[src/hdl/psx_pkg.sv]
// Shared types, constants and codes for the Philox-seeded xoshiro256++ uniform generator.
// No dependencies; imported by the front, seed unit, back end, top level and testbench.
package psx_pkg;

    localparam int SUBCHUNK_LEN  = 512;
    localparam int POS_W         = $clog2(SUBCHUNK_LEN);
    localparam int PHILOX_ROUNDS = 10;
    localparam int ROUND_W       = $clog2(PHILOX_ROUNDS + 1);

    localparam logic [63:0] KEY_LOW_RESET  = 64'h243f6a8885a308d3;
    localparam logic [63:0] KEY_HIGH_RESET = 64'h13198a2e03707344;
    localparam logic [63:0] PX_MUL0        = 64'hD2E7470EE14C6C93;
    localparam logic [63:0] PX_MUL1        = 64'hCA5A826395121157;
    localparam logic [63:0] PX_BUMP0       = 64'h9E3779B97F4A7C15;
    localparam logic [63:0] PX_BUMP1       = 64'hBB67AE8584CAA73B;
    localparam logic [10:0] EXP_BASE       = 11'd970;

    // Phases of one Philox round: four partial products, four accumulates, one update
    localparam logic [3:0] PHASE_UPDATE = 4'd8;

    localparam logic CMD_NEXT = 1'b0;
    localparam logic CMD_SEEK = 1'b1;

    localparam logic CFG_KEY_LOW  = 1'b0;
    localparam logic CFG_KEY_HIGH = 1'b1;

    typedef struct packed {
        logic        command;
        logic [63:0] seek_subchunk;
    } item_t;

    typedef struct packed {
        logic        start;
        logic [63:0] counter;
        logic [63:0] key_low;
        logic [63:0] key_high;
    } seed_req_t;

    typedef struct packed {
        logic            done;
        logic [3:0][63:0] words;
    } seed_rsp_t;

    typedef enum logic [2:0] {
        B_IDLE,
        B_SEED_START,
        B_SEED_WAIT,
        B_GEN,
        B_CONV,
        B_PACK
    } back_state_t;

    typedef struct packed {
        logic pop;
        logic seed_start;
        logic load_seed;
        logic gen;
        logic conv;
        logic pack;
    } back_ctl_t;

endpackage

[src/hdl/psx_if.sv]
// Channel interfaces: input items, result items and configuration writes.
// Depends on nothing; used by the front, back and top-level modules.
interface psx_in_if;
    logic        valid;
    logic        ready;
    logic        command;
    logic [63:0] seek_subchunk;
    modport source (output valid, command, seek_subchunk, input ready);
    modport sink   (input valid, command, seek_subchunk, output ready);
endinterface


[src/hdl/psx_front.sv]
// Front end: accepts input transactions and holds them in a two-entry queue.
// Depends on psx_pkg and psx_in_if.
module psx_front (
    input  logic             clk,
    input  logic             rst_n,
    psx_in_if.sink           in_ch,
    input  logic             pop,
    output logic             q_valid,
    output psx_pkg::item_t   q_item
);
    import psx_pkg::*;

    item_t       slot_reg [2];
    logic        wr_ptr_reg, wr_ptr_next;
    logic        rd_ptr_reg, rd_ptr_next;
    logic [1:0]  count_reg, count_next;
    logic        push;
    logic        do_pop;

    assign in_ch.ready = (count_reg != 2'd2);
    assign push        = in_ch.valid && in_ch.ready;
    assign q_valid     = (count_reg != 2'd0);
    assign do_pop      = pop && q_valid;
    assign q_item      = slot_reg[rd_ptr_reg];

    always_comb
    begin
        wr_ptr_next = push ? ~wr_ptr_reg : wr_ptr_reg;
        rd_ptr_next = do_pop ? ~rd_ptr_reg : rd_ptr_reg;
        count_next  = count_reg + {1'b0, push} - {1'b0, do_pop};
    end

    always_ff @(posedge clk or negedge rst_n)
    begin
        if (!rst_n)
        begin
            wr_ptr_reg <= 1'b0;
            rd_ptr_reg <= 1'b0;
            count_reg  <= 2'd0;
        end
        else
        begin
            wr_ptr_reg <= wr_ptr_next;
            rd_ptr_reg <= rd_ptr_next;
            count_reg  <= count_next;
        end
    end

    always_ff @(posedge clk)
    begin
        if (push)
        begin
            slot_reg[wr_ptr_reg] <= '{command: in_ch.command,
                                      seek_subchunk: in_ch.seek_subchunk};
        end
    end

endmodule

[src/flat_wrapper.sv]
// flat-port wrapper written by rule: the top's interface ports become plain ports
module psx_front_flat import psx_pkg::*;
  (clk, rst_n, pop, q_valid, q_item, in_ch_valid, in_ch_command, in_ch_seek_subchunk, in_ch_ready);
  psx_in_if in_ch_i ();
  input  logic clk;
  input  logic rst_n;
  input  logic pop;
  output logic q_valid;
  output psx_pkg::item_t q_item;
  input wire logic [$bits(in_ch_i.valid)-1:0] in_ch_valid;
  input wire logic [$bits(in_ch_i.command)-1:0] in_ch_command;
  input wire logic [$bits(in_ch_i.seek_subchunk)-1:0] in_ch_seek_subchunk;
  output wire logic [$bits(in_ch_i.ready)-1:0] in_ch_ready;
  assign in_ch_i.valid = in_ch_valid;
  assign in_ch_i.command = in_ch_command;
  assign in_ch_i.seek_subchunk = in_ch_seek_subchunk;
  assign in_ch_ready = in_ch_i.ready;
  psx_front u_core (.clk(clk), .rst_n(rst_n), .in_ch(in_ch_i), .pop(pop), .q_valid(q_valid), .q_item(q_item));
endmodule
[config.mk]
export PLATFORM = sky130hd
export DESIGN_NAME = psx_front_flat
export DESIGN_NICKNAME = d
export VERILOG_FILES = /design/src/hdl/psx_pkg.sv /design/src/hdl/psx_if.sv /design/src/hdl/psx_front.sv /design/src/flat_wrapper.sv
export SDC_FILE = /design/constraint.sdc
export NUM_CORES = 1
export LEC_CHECK = 0
export BUFFER_PORTS_ARGS = -buffer_cell sky130_fd_sc_hd__buf_2
export CAP_MARGIN = 20
export CORE_MARGIN = 3
export CORE_UTILIZATION = 35
export CTS_CLUSTER_SIZE = 28
export DETAILED_ROUTE_END_ITERATION = 10
export GPL_TIMING_DRIVEN = 0
export HOLD_SLACK_MARGIN = 0.12
export SETUP_SLACK_MARGIN = 0.15
export SYNTH_ARGS = -nofsm -noshare
export SYNTH_HDL_FRONTEND = slang
export SYNTH_SLANG_ARGS = --single-unit
[constraint.sdc]
create_clock -name clk -period 5.7 [get_ports clk]
set_input_delay 1.14 -clock clk [delete_from_list [all_inputs] [get_ports clk]]
set_output_delay 1.14 -clock clk [all_outputs]
set_load 0.01 [all_outputs]
==> flow_summary.json <==
{
  "status": "finished clean",
  "cts_tree": "built",
  "drive_gt1_frac": 0.6087,
  "chipHeight_microns": 126.2,
  "cts_root_buffer": "clkbuf_16",
  "cp.arrival_ns": 1.63,
  "dp_slack_ns": 3.307,
  "clkTransAtPathRegs_ns": 0.05,
  "layout_common_cells": "buf_2 (137), edfxtp_1 (130), mux2_4 (40), mux2_2 (25), clkbuf_16 (17)",
  "synth-seq-cells": 134,
  "holdBufCountCts": 0,
  "nets": 449,
  "final_common_cell": "buf_2",
  "critPathLaunchType": "flop",
  "drt_iter0_drc": 94,
  "finalHoldViolCount": 0,
  "ys_types": 16,
  "hpwlAfterDp_microns": 6052,
  "yosysSeqAreaShare": 0.7919,
  "final_antenna_net_count": 0,
  "period_share": 0.4864,
  "io_buffers": 135,
  "p_leak_uw": 0.002594,
  "top_level_ports": 136,
  "cts-buffers-inserted": 17,
  "wl_met1_microns": 3631,
  "dieArea_sq_um": 15920,
  "grt_first_pass_wirelength_microns": 13940,
  "path_max_fanout": 10,
  "insertion_delay_ns": 0.40,
  "topRoutingLayerUsed": "met4",
  "avgSynthCellArea_sq_um": 22.88,
  "maxCapViolations": 0,
  "avgViaCountPerCell": 4.447,
  "core_area_sq_um": 13990,
  "utilization": 0.4685,
  "powerDensity_nw_per_um2": 526.8,
  "hold_slack_ns": 0.5110,
  "combPwrFrac": 0.314,
  "switching_share": 0.2808,
  "clk_path_buf_depth": 2,
  "p_seq_frac": 0.407,
  "dr.pass1.iters": 4,
  "clockPowerShare": 0.279,
  "setup_ws_ns": 2.927,
  "largest_register_ffs": 130,
  "synth_nets": 292,
  "rows": 43,
  "grt_max_degree": 35,
  "start_util": 0.3614,
  "hp-class": "reg2reg",
  "power_switching_uw": 969.5,
  "worstSetupPathType": "reg2out",
  "internal_power_uw": 2483,
  "cts_setup_buffers": 0,
  "skew_ns": 0.007383,
  "avgRoutedWirePerCell_microns": 15.75,
  "fp.dieW_microns": 126.2,
  "grt-ovfl-total": 0,
  "slew_headroom": 0.6764,
  "placed_cells": 539,
  "fill_cells": 1260,
  "diodes": 0,
  "first_global_vias": 2813,
  "slew_violations": 0,
  "routed_wl_microns": 8993,
  "area_growth_pct": 29.62,
  "synth_area_sq_um": 5056,
  "synth_warnings": 0,
  "gp_congestion": 0.6969,
  "worst_slew_pin_slew_ns": 0.4854,
  "end_kind": "primary output",
  "fin_cells": 571,
  "syn-instance-count": 221,
  "rsz0062_at_grt": "false",
  "drc": 0,
  "cts_repair_resize_count": 0,
  "crit_required_ns": 4.56,
  "wl_met2_microns": 4502,
  "fmax_ghz": 0.3607,
  "setup_viol": 0,
  "grt_usage": 0.1154,
  "dr_wl_met3_microns": 712,
  "via_count": 2539,
  "p_total_uw": 3453,
  "ir_worst_vdd_v": 0.0002817,
  "h-tree-depth": 4,
  "timing.final.crit_period_ns": 2.773,
  "numClockSinks": 134,
  "antenna_found_initial": 0
}
==> routing by layer <==
layer,GRT usage,vias up
li1,-,1186
met1,0.1294,1240
met2,0.1925,96
met3,0.05259,17
met4,0.04543,0
met5,0,-
==> cell families (layout without fill, tap and decap cells) <==
logic type / count (synthesis) / count (layout) / share of synthesized area
xor gates and xnor gates: 4 / 4 / 0.006930
and+or+nand+nor: 6 / 6 / 0.006436
buffers and inverters: 10 / 180 / 0.01534
DFF: 134 / 134 / 0.7919
muxes: 65 / 65 / 0.1745
adders and majority gates: 2 / 2 / 0.004948
==> per-stage QoR <==
| stage | area, sq um | setup TNS (ns) |
|---|---|---|
| finish | 6554 | 0 |
| global route | 6554 | 0 |
| CTS | 6554 | 0 |
| detailed placement | 6030 | 0 |
| global placement | 5957 | -34.29 |
| floorplan | 5056 | 0 |
==> synth_stat cells, drive strengths merged <==
cell type	count	area, sq um
dfrtp	4	100.1
or2	1	6.260
mux2	65	882.1
xor2	1	8.760
nor2	1	3.750
and2	1	6.260
inv	3	11.26
nand2b	1	6.260
nand2	1	3.750
and3	1	6.260
buf	7	66.31
edfxtp	130	3904
ha	2	25.02
xnor2	3	26.28
==> area by class of cell <==
cell class / count / area, sq um / area share
multi-input combinational: 77 / 987.2 / 0.1506
clock inverter: 12 / 87.58 / 0.01336
inverter: 3 / 11.26 / 0.001718
clock buffer: 20 / 436.7 / 0.06663
buffer: 7 / 66.31 / 0.01012
sequential: 134 / 4004 / 0.6109
timing repair buffer: 138 / 735.7 / 0.1123
tap: 180 / 225.2 / 0.03436
==> worst paths after layout <==
| path | from | end | slack (ns) | depth (start not counted) |
|---|---|---|---|---|
| worst max-delay path | u_core.rd_ptr_reg | q_item[23] | 2.93 | 4 |
| max in group asynchronous | rst_n | u_core.count_reg[1] | 5.03 | 1 |
| min in group asynchronous | rst_n | u_core.wr_ptr_reg | 0.54 | 1 |
| worst min-delay path | u_core.count_reg[1] | u_core.count_reg[1] | 0.51 | 1 |
| worst min register to register | u_core.count_reg[1] | u_core.count_reg[1] | 0.51 | 1 |
| worst max register to register | u_core.count_reg[1] | u_core.count_reg[1] | 3.97 | 7 |
==> power by group through the flow <==
stage / Clock [uW] / Sequential, uW / Combinational, uW
finish: 964 / 1400 / 1080
global route: 1030 / 1430 / 1170
CTS: 988 / 1410 / 1120
detailed placement: 0 / 1430 / 1120
global placement: 0 / 1450 / 1070
floorplan: 0 / 1430 / 719
==> worst max-delay path: stages, from the launching register on <==
cell     delay, ns
dfrtp_1       0.37
buf_6         0.19
buf_6         0.20
mux2_4        0.31
buf_2         0.15
(Power assumes the default switching activity.)
