--- src/hdl/psx_pkg.sv ---
// Shared types, constants and codes for the Philox-seeded xoshiro256++ uniform generator.
// No dependencies; imported by the front, seed unit, back end, top level and testbench.
package psx_pkg;

    localparam int SUBCHUNK_LEN  = 512;
    localparam int POS_W         = $clog2(SUBCHUNK_LEN);
    localparam int PHILOX_ROUNDS = 10;
    localparam int ROUND_W       = $clog2(PHILOX_ROUNDS + 1);

    localparam logic [63:0] KEY_LOW_RESET  = 64'h243f6a8885a308d3;
    localparam logic [63:0] KEY_HIGH_RESET = 64'h13198a2e03707344;
    localparam logic [63:0] PX_MUL0        = 64'hD2E7470EE14C6C93;
    localparam logic [63:0] PX_MUL1        = 64'hCA5A826395121157;
    localparam logic [63:0] PX_BUMP0       = 64'h9E3779B97F4A7C15;
    localparam logic [63:0] PX_BUMP1       = 64'hBB67AE8584CAA73B;
    localparam logic [10:0] EXP_BASE       = 11'd970;

    // Phases of one Philox round: four partial products, four accumulates, one update
    localparam logic [3:0] PHASE_UPDATE = 4'd8;

    localparam logic CMD_NEXT = 1'b0;
    localparam logic CMD_SEEK = 1'b1;

    localparam logic CFG_KEY_LOW  = 1'b0;
    localparam logic CFG_KEY_HIGH = 1'b1;

    typedef struct packed {
        logic        command;
        logic [63:0] seek_subchunk;
    } item_t;

    typedef struct packed {
        logic        start;
        logic [63:0] counter;
        logic [63:0] key_low;
        logic [63:0] key_high;
    } seed_req_t;

    typedef struct packed {
        logic            done;
        logic [3:0][63:0] words;
    } seed_rsp_t;

    typedef enum logic [2:0] {
        B_IDLE,
        B_SEED_START,
        B_SEED_WAIT,
        B_GEN,
        B_CONV,
        B_PACK
    } back_state_t;

    typedef struct packed {
        logic pop;
        logic seed_start;
        logic load_seed;
        logic gen;
        logic conv;
        logic pack;
    } back_ctl_t;

endpackage

--- src/hdl/psx_if.sv ---


interface psx_out_if;
    logic        valid;
    logic        ready;
    logic [63:0] raw_word;
    logic [63:0] uniform_bits;
    logic [52:0] uniform_fraction;
    logic        last_of_subchunk;
    modport source (output valid, raw_word, uniform_bits, uniform_fraction, last_of_subchunk,
                    input ready);
    modport sink   (input valid, raw_word, uniform_bits, uniform_fraction, last_of_subchunk,
                    output ready);
endinterface


--- src/hdl/psx_back.sv ---
// Back end: sequencer, xoshiro256++ state, double conversion and result register.
// Depends on psx_pkg and psx_out_if; drives the seed unit through seed_req_t.
module psx_back (
    input  logic                  clk,
    input  logic                  rst_n,
    input  logic                  q_valid,
    input  psx_pkg::item_t        q_item,
    output logic                  pop,
    input  logic [63:0]           key_low,
    input  logic [63:0]           key_high,
    output psx_pkg::seed_req_t    seed_req,
    input  psx_pkg::seed_rsp_t    seed_rsp,
    psx_out_if.source             out_ch
);
    import psx_pkg::*;

    back_state_t      state_reg, state_next;
    back_ctl_t        ctl;
    logic [63:0]      wa_reg, wb_reg, wc_reg, wd_reg;
    logic [63:0]      subchunk_reg;
    logic [POS_W-1:0] pos_reg;
    logic [63:0]      r_reg;
    logic             last_reg;
    logic [5:0]       p_reg;
    logic             out_valid_reg;
    logic [63:0]      out_raw_reg, out_bits_reg;
    logic [52:0]      out_frac_reg;
    logic             out_last_reg;
    logic [63:0]      sum, rot, r_next, t, wc1, wd1, wb1, wa1;
    logic [52:0]      v, v_reg_frac, v_shift;
    logic [5:0]       p_next;
    logic             seed_zero;
    logic             is_last;

    // Next state
    always_comb
    begin
        state_next = state_reg;
        case (state_reg)
            B_IDLE:
            begin
                if (q_valid && !out_valid_reg)
                begin
                    if (q_item.command == CMD_SEEK || pos_reg == '0)
                        state_next = B_SEED_START;
                    else
                        state_next = B_GEN;
                end
            end
            B_SEED_START: state_next = B_SEED_WAIT;
            B_SEED_WAIT:  state_next = seed_rsp.done ? B_GEN : B_SEED_WAIT;
            B_GEN:        state_next = B_CONV;
            B_CONV:       state_next = B_PACK;
            B_PACK:       state_next = B_IDLE;
            default:      state_next = B_IDLE;
        endcase
    end

    // Outputs of the sequencer
    always_comb
    begin
        ctl = '0;
        case (state_reg)
            B_IDLE:       ctl.pop        = q_valid && !out_valid_reg;
            B_SEED_START: ctl.seed_start = 1'b1;
            B_SEED_WAIT:  ctl.load_seed  = seed_rsp.done;
            B_GEN:        ctl.gen        = 1'b1;
            B_CONV:       ctl.conv       = 1'b1;
            B_PACK:       ctl.pack       = 1'b1;
            default:      ctl            = '0;
        endcase
    end

    assign pop = ctl.pop;
    assign seed_req = '{start: ctl.seed_start, counter: subchunk_reg,
                        key_low: key_low, key_high: key_high};
    assign seed_zero = (seed_rsp.words == '0);

    // xoshiro256++ step
    assign sum    = wa_reg + wd_reg;
    assign rot    = {sum[40:0], sum[63:41]};
    assign r_next = rot + wa_reg;
    assign t      = {wb_reg[46:0], 17'd0};
    assign wc1    = wc_reg ^ wa_reg;
    assign wd1    = wd_reg ^ wb_reg;
    assign wb1    = wb_reg ^ wc1;
    assign wa1    = wa_reg ^ wd1;
    assign is_last = (pos_reg == POS_W'(SUBCHUNK_LEN - 1));

    // Conversion: locate the top set bit, then normalize
    assign v = {r_reg[63:12], 1'b1};
    always_comb
    begin
        p_next = 6'd0;
        for (int i = 0; i < 53; i++)
        begin
            if (v[i])
                p_next = 6'(i);
        end
    end
    assign v_reg_frac = v;
    assign v_shift    = v_reg_frac << (6'd52 - p_reg);

    always_ff @(posedge clk or negedge rst_n)
    begin
        if (!rst_n)
        begin
            state_reg     <= B_IDLE;
            subchunk_reg  <= 64'd0;
            pos_reg       <= '0;
            out_valid_reg <= 1'b0;
        end
        else
        begin
            state_reg <= state_next;
            if (ctl.pop && q_item.command == CMD_SEEK)
            begin
                subchunk_reg <= q_item.seek_subchunk;
                pos_reg      <= '0;
            end
            else if (ctl.gen)
            begin
                if (is_last)
                begin
                    pos_reg      <= '0;
                    subchunk_reg <= subchunk_reg + 64'd1;
                end
                else
                begin
                    pos_reg <= pos_reg + 1'b1;
                end
            end
            if (ctl.pack)
                out_valid_reg <= 1'b1;
            else if (out_ch.ready)
                out_valid_reg <= 1'b0;
        end
    end

    always_ff @(posedge clk)
    begin
        if (ctl.load_seed)
        begin
            wa_reg <= seed_zero ? 64'd1 : seed_rsp.words[0];
            wb_reg <= seed_rsp.words[1];
            wc_reg <= seed_rsp.words[2];
            wd_reg <= seed_rsp.words[3];
        end
        else if (ctl.gen)
        begin
            wa_reg   <= wa1;
            wb_reg   <= wb1;
            wc_reg   <= wc1 ^ t;
            wd_reg   <= {wd1[18:0], wd1[63:19]};
            r_reg    <= r_next;
            last_reg <= is_last;
        end
        if (ctl.conv)
            p_reg <= p_next;
        if (ctl.pack)
        begin
            out_raw_reg  <= r_reg;
            out_frac_reg <= v;
            out_bits_reg <= {1'b0, EXP_BASE + {5'd0, p_reg}, v_shift[51:0]};
            out_last_reg <= last_reg;
        end
    end

    assign out_ch.valid            = out_valid_reg;
    assign out_ch.raw_word         = out_raw_reg;
    assign out_ch.uniform_bits     = out_bits_reg;
    assign out_ch.uniform_fraction = out_frac_reg;
    assign out_ch.last_of_subchunk = out_last_reg;

endmodule

--- src/flat_wrapper.sv ---
// flat-port wrapper written by rule: the top's interface ports become plain ports
module psx_back_flat import psx_pkg::*;
  (clk, rst_n, q_valid, q_item, pop, key_low, key_high, seed_req, seed_rsp, out_ch_valid, out_ch_raw_word, out_ch_uniform_bits, out_ch_uniform_fraction, out_ch_last_of_subchunk, out_ch_ready);
  psx_out_if out_ch_i ();
  input  logic clk;
  input  logic rst_n;
  input  logic q_valid;
  input  psx_pkg::item_t q_item;
  output logic pop;
  input  logic [63:0] key_low;
  input  logic [63:0] key_high;
  output psx_pkg::seed_req_t seed_req;
  input  psx_pkg::seed_rsp_t seed_rsp;
  output wire logic [$bits(out_ch_i.valid)-1:0] out_ch_valid;
  output wire logic [$bits(out_ch_i.raw_word)-1:0] out_ch_raw_word;
  output wire logic [$bits(out_ch_i.uniform_bits)-1:0] out_ch_uniform_bits;
  output wire logic [$bits(out_ch_i.uniform_fraction)-1:0] out_ch_uniform_fraction;
  output wire logic [$bits(out_ch_i.last_of_subchunk)-1:0] out_ch_last_of_subchunk;
  input wire logic [$bits(out_ch_i.ready)-1:0] out_ch_ready;
  assign out_ch_valid = out_ch_i.valid;
  assign out_ch_raw_word = out_ch_i.raw_word;
  assign out_ch_uniform_bits = out_ch_i.uniform_bits;
  assign out_ch_uniform_fraction = out_ch_i.uniform_fraction;
  assign out_ch_last_of_subchunk = out_ch_i.last_of_subchunk;
  assign out_ch_i.ready = out_ch_ready;
  psx_back u_core (.clk(clk), .rst_n(rst_n), .q_valid(q_valid), .q_item(q_item), .pop(pop), .key_low(key_low), .key_high(key_high), .seed_req(seed_req), .seed_rsp(seed_rsp), .out_ch(out_ch_i));
endmodule
--- config.mk ---
export PLATFORM = sky130hd
export DESIGN_NAME = psx_back_flat
export DESIGN_NICKNAME = d
export VERILOG_FILES = /design/src/hdl/psx_pkg.sv /design/src/hdl/psx_if.sv /design/src/hdl/psx_back.sv /design/src/flat_wrapper.sv
export SDC_FILE = /design/constraint.sdc
export NUM_CORES = 2
export LEC_CHECK = 0
export BUFFER_PORTS_ARGS = -buffer_cell sky130_fd_sc_hd__buf_2
export CAP_MARGIN = 40
export CORE_AREA = 2 2 320 322
export CTS_CLUSTER_SIZE = 24
export DETAILED_ROUTE_END_ITERATION = 12
export DIE_AREA = 0 0 322 324
export PLACE_DENSITY_LB_ADDON = 0.05
export SYNTH_ARGS = -nofsm -noshare
export SYNTH_HDL_FRONTEND = slang
export SYNTH_SLANG_ARGS = --single-unit
--- constraint.sdc ---
create_clock -name clk -period 17.5 [get_ports clk]
set_input_delay 3.5 -clock clk [delete_from_list [all_inputs] [get_ports clk]]
set_output_delay 3.5 -clock clk [all_outputs]
set_load 0.01 [all_outputs]
==> impl_metrics.ini <==
[clock_network]
cts_setup_buffers = 0
ctsHtreeMaxLevel = 3
post_cts_resized = 0
cts_buffers = 67
cts_sinks = 532
clkSlewWorstSetupHoldPaths_ns = 0.05
cts_buffer_depth = 3
cts_tree = done
root_buffer = clkbuf_16
cts_hold_buffers = 0
clk-insertion-delay-late_ns = 0.64

[placed_design]
numPortBuffers = 572
place.gp.congestion = 0.905
place_hpwl_um = 115000

[setup_path]
worstSetupPathType = input pin to output port
crit_arrival_ns = 4.24
crit_path_end_kind = output port
critPathRequiredTime_ns = 14.00
rrSetupSlack_ns = 10.24
r2r_end = u_core.r_reg[62]$_DFFE_PP_
cp_common_cell = buf_2
r2r_start = u_core.wa_reg[0]$_DFFE_PP_
startpoint = q_valid
critPathSlowestCell = nor4_1
r2r_cells = 25
cpPeakStageDelay_ns = 0.36
path_cells = buf_2 -> nand2b_1 -> nor4_1 -> buf_2
cp_max_fo = 3
start_kind = input pin

[synthesis]
synth_compound_area_share_pct = 14.8
synthCells = 3541
ys.flop_type = edfxtp_1
synth_top_family_by_area = compound AO/OA/AOI/OAI gates
synthAdderAreaFrac_pct = 4.88
synthMuxAreaShare_pct = 4.58
yosysWarnings = 0
synth-xor-area-share_pct = 12.9
synth-edff-count = 455
syn_avg_cell_area_um2 = 10.0
syn_nets = 4132
netlist_area_um2 = 35400
synthSimpleGateAreaFrac_pct = 12.6
ys_ff_latch = 532
yosysSeqAreaShare_pct = 44.0
yosysUniqueCellTypes = 97
synthArstFlopShare_pct = 14.5

[global_route]
grt_max_degree = 219
overflow = 0
antenna_found_initial = 4
grt_pass1_wl_um = 200000
grt_pass1_vias = 28000
track_usage_pct = 26.8

[finish]
final_core_util_pct = 40.1
n_fill_cell = 10300
syn_to_final_growth_pct = 14.5
final_common_cell = buf_2
final_net_count = 4493
final_cell_mix = buf_2 (576), edfxtp_1 (455), nor2_1 (346)
drive_gt1_share_pct = 20.1

[floorplanning]
core_area_um2 = 101000
die_w_um = 322
die_h_um = 324
ioPinCount = 831
dieArea_um2 = 104000
initial_utilization_pct = 35.1
rows = 117

[detailed_routing]
avgRoutedWirePerCell_um = 27.1
num_vias = 28300
drtIter0Drc = 2330
ant_nets = 0
drc_errors = 0
drt-pass1-iter-count = 5
routed_wl_um = 143000
vias_per_cell = 5.38

[timing]
fin_skew_ns = 0.0223
rsz0062_at_grt = false
tightest_slew_ns = 1.15
period_share_pct = 44.2
final_max_slew_viol_count = 0
fin_tns_setup_ns = 0
relSlewSlack_pct = 23.6
finalHoldViolCount = 0
whs_ns = 0.416
fmax_mhz = 129
finalSetupViolCount = 0
period_minus_slack_ns = 7.74

[min_path]
min_path_type = flop to flop
hold_path_depth = 0
min-delay-start = u_core.r_reg[10]$_DFFE_PP_
min_to = u_core.out_ch.raw_word[10]$_DFFE_PP_

[run]
drv_cap = 0

[outcome]
status = finished clean
routing by layer:
metal  part of all wire, %  global-route usage (%)  wire length (µm)  vias to the layer above
li1                      -                       -                 -                    13400
met1                    40                    32.3             57000                    13600
met2                    50                    47.1             71100                     1017
met3                   5.3                    4.43              7620                      239
met4                   4.8                    11.6              6820                        0
met5                     0                       0                 0                        -
worst max-delay path: cells and delay by family:
kind / cells / cell delay [ns]
AND/OR/NAND/NOR: 2 / 0.44
buffers and inverters: 2 / 0.30
Yosys cell counts (all sizes together), types with 4 or more instances:
cell type | count | area (µm²)
ha | 135 | 1690
a32oi | 4 | 35.0
nor3 | 27 | 161
edfxtp | 455 | 13700
and2 | 9 | 57.6
dfrtp | 77 | 1930
nand2 | 292 | 1100
and3 | 39 | 259
mux2 | 6 | 67.6
o21bai | 24 | 180
clkbuf | 109 | 429
nor2b | 19 | 126
inv | 70 | 263
a22oi | 4 | 35.0
a211o | 11 | 97.6
nand3b | 4 | 30.0
nor4 | 83 | 519
xor2 | 205 | 1800
or2 | 4 | 25.0
o41ai | 5 | 51.3
o21ai | 234 | 1170
nor2 | 348 | 1310
a21oi | 340 | 1710
o22ai | 20 | 125
o211ai | 15 | 113
o2111ai | 4 | 41.3
nand3 | 60 | 313
o21a | 27 | 203
mux2i | 90 | 901
xnor2 | 316 | 2770
a311oi | 4 | 58.8
o31ai | 7 | 66.3
a21o | 60 | 453
nand4 | 49 | 307
buf | 208 | 1500
a31oi | 19 | 119
or3 | 8 | 50.1
a2111oi | 5 | 68.8
a221oi | 5 | 50.0
mux4 | 29 | 653
a21boi | 7 | 56.3
a211oi | 47 | 353
nand2b | 15 | 93.8
and4 | 5 | 43.8
through the flow:
step / cell area (µm²) / std cells / setup WS (ns)
detailed placement: 38400 / 5142 / 9.76
global placement: 38200 / 5127 / 9.49
floorplan: 35400 / 3541 / 6.79
CTS: 40500 / 5255 / 9.76
finish: 40500 / 5258 / 9.76
global route: 40500 / 5258 / 9.65
area by class of cell:
cell class | instances | area (µm²) | share of cell area, %
sequential | 532 | 15600 | 38.5
clock inverter | 27 | 268 | 0.661
tap | 1309 | 1640 | 4.04
multi-input combinational | 2622 | 17700 | 43.7
timing repair buffer | 609 | 3220 | 7.95
inverter | 70 | 263 | 0.648
clock buffer | 86 | 1830 | 4.52
antenna | 3 | 7.51 | 0.0185
how the worst max path moves through the flow:
stage / to / slack, ns / depth (start not counted)
4_1_cts: pop / 9.76 / 4
3_3_place_gp: u_core.wc_reg[31]$_DFFE_PP_ / 9.49 / 7
3_5_place_dp: pop / 9.76 / 4
6_report: pop / 9.76 / 4
5_1_grt: pop / 9.65 / 4
2_1_floorplan: u_core.out_ch.last_of_subchunk$_DFFE_PP_ / 6.79 / 2
logic make-up (layout without fill, tap and decap cells):
group / count (synthesis) / count (layout)
other: 2 / 5
AO/OA/AOI/OAI: 867 / 867
adder cells (fa/ha/maj): 137 / 137
AND/OR/NAND/NOR: 970 / 970
flip-flops: 532 / 532
multiplexers: 125 / 125
buffers and inverters: 387 / 792
XOR/XNOR: 521 / 521
Power is left out: the tool's default activity adds up to more than one toggle a clock period on the data nets, which glitch-free logic cannot reach.
